==> config.mk <==
export PLATFORM = sky130hd
export DESIGN_NAME = tvg_divider
export DESIGN_NICKNAME = d
export VERILOG_FILES = /design/src/rtl/core/tvg_pkg.sv /design/src/rtl/core/tvg_divider.sv
export SDC_FILE = /design/constraint.sdc
export NUM_CORES = 2
export LEC_CHECK = 0
export BUFFER_PORTS_ARGS = -buffer_cell sky130_fd_sc_hd__buf_2
export CORE_MARGIN = 8
export CORE_UTILIZATION = 58
export CTS_BUF_LIST = sky130_fd_sc_hd__clkbuf_2 sky130_fd_sc_hd__clkbuf_4 sky130_fd_sc_hd__clkbuf_8
export DETAILED_ROUTE_END_ITERATION = 12
export MAX_ROUTING_LAYER = met4
export PLACE_DENSITY_LB_ADDON = 0.08
export SYNTH_ARGS = -nofsm -noshare
export SYNTH_HDL_FRONTEND = slang
export SYNTH_SLANG_ARGS = --single-unit
==> constraint.sdc <==
create_clock -name clk_i -period 2.36 [get_ports clk_i]
set_input_delay 0.118 -clock clk_i [delete_from_list [all_inputs] [get_ports clk_i]]
set_output_delay 0.118 -clock clk_i [all_outputs]
set_load 0.02 [all_outputs]
==> src/rtl/core/tvg_pkg.sv <==
`timescale 1ns / 1ps
package tvg_pkg;

  localparam int unsigned IDX_W           = 9;
  localparam int unsigned PREC_W          = 9;
  localparam int unsigned RAD_W           = 15;
  localparam int unsigned PHASE_W         = 32;
  localparam int unsigned NUM_W           = IDX_W + PHASE_W;
  localparam int unsigned TEX_FRAC        = 15;
  localparam int unsigned TRIG_W          = 32;
  localparam int unsigned VTX_LAT         = 4;
  localparam int unsigned ATAN_COUNT      = 24;
  localparam int unsigned DEF_MAX_PREC    = 256;
  localparam int unsigned DEF_CORDIC_STG  = 16;
  localparam int unsigned CFG_IDX_W       = 2;
  localparam logic signed [TRIG_W-1:0] CORDIC_GAIN = 32'sd652032874;

  typedef enum logic [CFG_IDX_W-1:0] {
    CFG_PRECISION   = 2'd0,
    CFG_RING_RADIUS = 2'd1,
    CFG_TUBE_RADIUS = 2'd2,
    CFG_UNUSED      = 2'd3
  } cfg_idx_e;

  typedef struct packed {
    logic [IDX_W-1:0] ring_index;
    logic [IDX_W-1:0] segment_index;
  } item_t;

  typedef struct packed {
    logic signed [15:0] pos_x;
    logic signed [15:0] pos_y;
    logic signed [15:0] pos_z;
    logic signed [15:0] normal_x;
    logic signed [15:0] normal_y;
    logic signed [15:0] normal_z;
    logic [15:0]        tex_s;
    logic [15:0]        tex_t;
    logic [47:0]        bitangent_packed;
    logic [47:0]        tangent_packed;
  } result_t;

  typedef struct packed {
    logic signed [15:0] pos_x;
    logic signed [15:0] pos_y;
    logic signed [15:0] pos_z;
    logic signed [15:0] normal_x;
    logic signed [15:0] normal_y;
    logic signed [15:0] normal_z;
    logic [47:0]        bitangent_packed;
    logic [47:0]        tangent_packed;
  } geom_t;

  function automatic logic signed [TRIG_W-1:0] atan_turn(input int unsigned i);
    logic signed [TRIG_W-1:0] r;
    case (i)
      0: r = 32'sd536870912;
      1: r = 32'sd316933406;
      2: r = 32'sd167458907;
      3: r = 32'sd85004756;
      4: r = 32'sd42667331;
      5: r = 32'sd21354465;
      6: r = 32'sd10680862;
      7: r = 32'sd5340245;
      8: r = 32'sd2670163;
      9: r = 32'sd1335087;
      10: r = 32'sd667544;
      11: r = 32'sd333772;
      12: r = 32'sd166886;
      13: r = 32'sd83443;
      14: r = 32'sd41722;
      15: r = 32'sd20861;
      16: r = 32'sd10430;
      17: r = 32'sd5215;
      18: r = 32'sd2608;
      19: r = 32'sd1304;
      20: r = 32'sd652;
      21: r = 32'sd326;
      22: r = 32'sd163;
      23: r = 32'sd81;
      default: r = '0;
    endcase
    return r;
  endfunction

  function automatic logic signed [67:0] round_sr(input logic signed [67:0] v,
                                                  input int unsigned n);
    logic signed [67:0] one;
    one = 68'sd1;
    return (v + (one <<< (n - 1))) >>> n;
  endfunction

  function automatic logic signed [15:0] sat_unit(input logic signed [67:0] v);
    logic signed [15:0] r;
    if (v > 68'sd16384) begin
      r = 16'sd16384;
    end else if (v < -68'sd16384) begin
      r = -16'sd16384;
    end else begin
      r = v[15:0];
    end
    return r;
  endfunction

  function automatic logic signed [15:0] sat_pos(input logic signed [67:0] v);
    logic signed [15:0] r;
    if (v > 68'sd32767) begin
      r = 16'sd32767;
    end else if (v < -68'sd32768) begin
      r = -16'sd32768;
    end else begin
      r = v[15:0];
    end
    return r;
  endfunction

endpackage

==> src/rtl/core/tvg_divider.sv <==
`timescale 1ns / 1ps
module tvg_divider import tvg_pkg::*; (
  input  logic              clk_i,
  input  logic              rst_ni,
  input  logic              valid_i,
  input  logic [NUM_W-1:0]  num_i,
  input  logic [PREC_W-1:0] div_i,
  output logic              valid_o,
  output logic [NUM_W-1:0]  quot_o
);

  logic              v_w [NUM_W+1];
  logic [NUM_W-1:0]  n_w [NUM_W+1];
  logic [PREC_W-1:0] r_w [NUM_W+1];

  assign v_w[0] = valid_i;
  assign n_w[0] = num_i;
  assign r_w[0] = '0;

  for (genvar i = 0; i < NUM_W; i++) begin : g_stage
    logic              v_q;
    logic [NUM_W-1:0]  n_q, n_d;
    logic [PREC_W-1:0] r_q, r_d;
    logic [PREC_W:0]   trial;
    logic              ge;

    always_comb begin
      trial = {r_w[i], n_w[i][NUM_W-1]};
      ge    = trial >= {1'b0, div_i};
      if (ge) begin
        r_d = PREC_W'(trial - {1'b0, div_i});
      end else begin
        r_d = trial[PREC_W-1:0];
      end
      n_d = {n_w[i][NUM_W-2:0], ge};
    end

    always_ff @(posedge clk_i or negedge rst_ni) begin
      if (!rst_ni) begin
        v_q <= 1'b0;
      end else begin
        v_q <= v_w[i];
      end
    end

    always_ff @(posedge clk_i) begin
      n_q <= n_d;
      r_q <= r_d;
    end

    assign v_w[i+1] = v_q;
    assign n_w[i+1] = n_q;
    assign r_w[i+1] = r_q;
  end

  assign valid_o = v_w[NUM_W];
  assign quot_o  = n_w[NUM_W];

endmodule

# Word level (Yosys, flattened, before mapping)
# Index checks and enable logic that the tools add are counted.
totals:
  mem_count: 0
  latch_bits: 0
  register_bits: 2082
  input_bits: 53
  ramBits: 0
  output_inout_bits: 42
  rom_bits: 0
op_classes:
  n_bitwise: 0
  muxes: 40
  n_reduce_logical: 0
  n_div: 0
  order_cmp: 41
  eq_ne: 0
  add_sub_neg: 40
  multipliers: 0
  shift: 0
op_table:
  columns: ["cell", "n"]
  rows:
  - ["10-bit by 9-bit greater-or-equal comparator with 1-bit output", 40]
  - ["9-bit two-way mux", 39]
  - ["9-bit subtractor", 39]
  - ["1-bit by 9-bit greater-or-equal comparator with 1-bit output", 1]
  - ["1-bit by 9-bit subtractor with 9-bit output", 1]
  - ["1-bit two-way mux", 1]

# Depth between registers and ports, before layout
depth:
  word_depth: 2
  depth_mapped: 10

# Worst setup path after synthesis
# No wires, ideal clock.
synth_timing:
  kind: "input-to-reg"
  startpoint: "in div_i[1]"
  endpoint: "reg g_stage[11].r_q[1]"
  setup_ns: 0.121
  t_arrival_ns: 4.066
  path_stages: 7
  path_buffers: 0
  slack_ns: -1.826
  cell_sequence: "inv_1 > ha_1 > nand4_1 > nor3_1 > a2111oi_4 > o21a_2 > mux2_2"
synth_via:
  elab_chain_cells: 2
synth_rtl:
  columns: ["element", "line_no", "rtl"]
  rows:
  - ["start, declared", "tvg_divider.sv:7", "input logic [PREC_W-1:0] div_i,"]
  - ["9-bit subtractor or 10-bit by 9-bit greater-or-equal comparator with 1-bit output (tied branches)", "tvg_divider.sv:31, tvg_divider.sv:29", null]
  - ["9-bit two-way mux *", "tvg_divider.sv:30", "if (ge) begin"]
  - ["net g_stage[11].r_d[1]", "tvg_divider.sv:23", "logic [PREC_W-1:0] r_q, r_d;"]
  - ["end signal, assigned", "tvg_divider.sv:48", "r_q <= r_d;"]
  - ["end, declared", "tvg_divider.sv:23", null]
# The timed path passes the listed nets; every way through them passes the cells marked *.
# A chain may end at the register's enable or synchronous reset.

# Worst setup path in the final report
layout_timing:
  startpoint: "in div_i[6]"
  endpoint: "reg g_stage[0].r_q[0]"
layout_via:
  elab_chain_cells: 2
layout_rtl:
  columns: ["element", "line_no", "rtl"]
  rows:
  - ["1-bit by 9-bit greater-or-equal comparator with 1-bit output", "tvg_divider.sv:29", "ge = trial >= {1'b0, div_i};"]
  - ["1-bit two-way mux", "tvg_divider.sv:30", null]
  - ["net g_stage[0].r_d[0]", "tvg_divider.sv:23", null]
  - ["end signal, assigned", "tvg_divider.sv:48", null]
  - ["end, declared", "tvg_divider.sv:23", null]
# The timed path passes the listed nets, and every way through them passes these cells.

==> results.py <==
metrics = {
    "run_status": {
        "status": "finished clean",
    },
    "global_route": {
        "grt_max_degree": 42,
        "use_met2_pct": 32.4,
        "track_usage_pct": 18.9,
        "grt_pass1_vias": 36900,
        "antenna_found_initial": 1,
        "use_met3_pct": 3.41,
        "grt_overflow": 0,
        "grt_first_pass_wirelength_um": 177000,
        "grt.busiest_layer": "met2",
        "grt.met1_usage_pct": 22.1,
    },
    "finish": {
        "final_common_cell": "dfxtp_1",
        "layout_common_cells": "dfxtp_1, buf_4, clkbuf_8",
        "final_area_um2": 76900,
        "finish.utilization_pct": 73.1,
        "drive_above_1_share_pct": 28.5,
        "nNetsFinal": 6126,
        "area_growth_pct": 25.1,
        "fill_cells": 7070,
    },
    "die": {
        "ios": 95,
        "core-area_um2": 105000,
        "die_y_um": 342,
        "die_width_um": 342,
        "row_count": 119,
        "start_util_pct": 58.4,
        "dieArea_um2": 117000,
    },
    "clocking": {
        "cts_tree": "yes",
        "cts_sinks": 2082,
        "cts_max_level": 5,
        "clk_path_buf_depth": 4,
        "cts_made_buffers": 320,
        "clkLatencyLatePin_ns": 0.94,
        "root_buffer": "clkbuf_8",
        "cts.clk_slew.worst_paths_ns": 0.06,
    },
    "critical_path": {
        "start_kind": "primary input",
        "cp-end-kind": "register",
        "crit_required_ns": 3.15,
        "r2r_setup_slack_ns": 0.05,
        "crit_type": "in2reg",
        "worst-path-max-fanout": 12,
        "arrival_ns": 3.13,
    },
    "yosys": {
        "netlist_area_um2": 61500,
        "syn_avg_cell_area_um2": 13.5,
        "netlist_top_cells_area": "dfxtp_1, ha_1, mux2_2",
        "yosysWarnings": 0,
        "yosysTopAreaCell": "dfxtp_1",
        "yosys_register_bits": 2082,
        "synth_fp_nets": 5018,
        "ys_seq_area_share_pct": 68.1,
        "synth_top_area_share_pct": 66.5,
        "synthArstFlopShare_pct": 1.97,
        "ys_types": 72,
        "synth_edf_count": 0,
        "syn-instance-count": 4564,
        "ys.flop_type": "dfxtp_1",
    },
    "min_path": {
        "hold_class": "in2reg",
    },
    "sta": {
        "period_needed_ns": 2.34,
        "fmax_mhz": 428,
        "tightest_slew_ns": 0.529,
        "fin_skew_ns": 0.0695,
        "fin_ws_ns": 0.0238,
        "relSlewSlack_pct": 64.7,
        "hold_viol": 0,
        "drv_slew": 0,
        "rsz0062_at_grt": "yes",
        "setup_violations": 0,
        "fin_crit_sh_pct": 99.0,
    },
    "detailed_routing": {
        "wl_per_cell_um": 14.9,
        "viasPerCell": 4.89,
        "dr.pass1.iters": 5,
        "via_count": 35700,
        "first_iter_violations": 1481,
        "wl_um": 109000,
        "drt.antenna.violating_nets": 0,
        "drc": 0,
    },
    "power": {
        "intPower_mw": 81.1,
        "p_comb_share_pct": 31.1,
        "clkPwrFrac_pct": 26.6,
        "p_sw_share_pct": 28.5,
        "p_switching_mw": 32.4,
        "peakVddDrop_v": 0.000930,
        "power.density_nw_per_um2": 1470,
        "seq_power_share_pct": 42.4,
        "p_leak_nw": 34.1,
    },
    "placement": {
        "dp_hpwl_um": 70800,
        "gp_congestion": 0.867,
        "port_buffers": 94,
        "placed_cell_area_um2": 68500,
        "dp_slack_ns": -0.266,
    },
    "flow_run": {
        "drv_cap": 0,
    },
}
[what timing repair did]
item | in CTS | in global routing
cloned | 0 | 7
setup endpoints to repair | 32 | 183
hold buffers | 107 | 0
resized for setup | 10 | 98
endpoints found under the hold margin | 135 | 0
setup buffers | 3 | 26
pin swaps | 5 | 65
[path summary, 6_finish.rpt]
check / startpoint / end / depth (start not counted)
worst max-delay path: div_i[6] / g_stage[0].r_q[0] / 10
worst min-delay path: div_i[5] / quot_o[0] / 6
worst max register to register: g_stage[32].n_q[40] / g_stage[33].r_q[8] / 10
worst min register to register: g_stage[31].n_q[12] / g_stage[32].n_q[13] / 0
max in group asynchronous: rst_ni / g_stage[14].v_q / 4
min in group asynchronous: rst_ni / valid_o / 4
[Yosys cell counts (21+ instances only)]
master    count
o31ai_1      46
a21oi_1     213
o211a_1      23
a31oi_1      21
xor2_1       73
o21a_1       23
mux2i_1      65
dfxtp_1    2041
nand3_1     136
ha_1        362
nor3_1       40
nor2b_1      76
inv_1       191
fa_1         39
dfrtp_1      41
o211ai_1     34
o21ai_0     124
a21o_1       84
nor2_1      127
mux2_2      210
nand2_1     113
a21boi_0     23
xnor2_1     116
[per-layer routing]
metal / up-vias / wire, µm
met5: - / 0
met4: 0 / 3270
met3: 248 / 3600
met2: 561 / 54100
met1: 16700 / 47900
li1: 18200 / -
[worst max-delay path: stages]
cell	delay (ns)
dlygate4sd3_1	0.54
buf_2	0.14
inv_1	0.14
buf_6	0.26
o211ai_1	0.14
or4_4	0.48
nand2_1	0.10
dlygate4sd3_1	0.56
o21ai_0	0.09
dlygate4sd3_1	0.56
[metrics by stage]
step / hold slack (ns) / power (mW) / TNS [ns] / cells
final: 0.111 / 113 / 0 / 7288
after detailed placement: 0.222 / 82.4 / -34.87 / 6599
after global placement: 0.221 / 81.6 / -25.03 / 6599
after CTS: 0.000131 / 113 / -0.00222 / 7255
after global routing: 0.0776 / 121 / -0.338 / 7288
after floorplan: -0.178 / 70.8 / -292.22 / 4564
[area by class of cell]
type | count | area, µm² | area share, %
Antenna cell | 1 | 2.50 | 0.00325
Tap cell | 1391 | 1740 | 2.26
Sequential cell | 2082 | 41900 | 54.5
Clock buffer | 488 | 6110 | 7.94
Timing Repair Buffer | 792 | 6380 | 8.29
Clock inverter | 58 | 574 | 0.747
Inverter | 200 | 787 | 1.02
Multi-Input combinational cell | 2276 | 19400 | 25.3
[state kept, by name (all words and copies together), names as in the netlist]
signal and flops:
g_stage.n_q 1640, g_stage.r_q 360, quot_o 41, g_stage.v_q 40, valid_o 1
[cell families after synthesis]
| group | after synthesis | share of synthesized area (%) |
|---|---|---|
| AOI/OAI and AO/OA | 756 | 8.63 |
| xor gates and xnor gates | 189 | 2.69 |
| adders and majority gates | 401 | 8.64 |
| buffers and inverters | 213 | 1.37 |
| DFF | 2082 | 68.1 |
| muxes | 291 | 5.30 |
| and+or+nand+nor | 632 | 5.24 |
[power by group through the flow]
| stage | Combinational, mW | Clock, mW | Sequential [mW] |
|---|---|---|---|
| 6_report | 35.3 | 30.1 | 48.1 |
| 5_1_grt | 38.9 | 32.8 | 49.0 |
| 4_1_cts | 34.1 | 31.1 | 48.2 |
| 3_5_place_dp | 33.6 | 0 | 48.8 |
| 3_3_place_gp | 33.0 | 0 | 48.7 |
| 2_1_floorplan | 23.3 | 0 | 47.6 |
No activity file was read; power rests on OpenSTA's default activity.
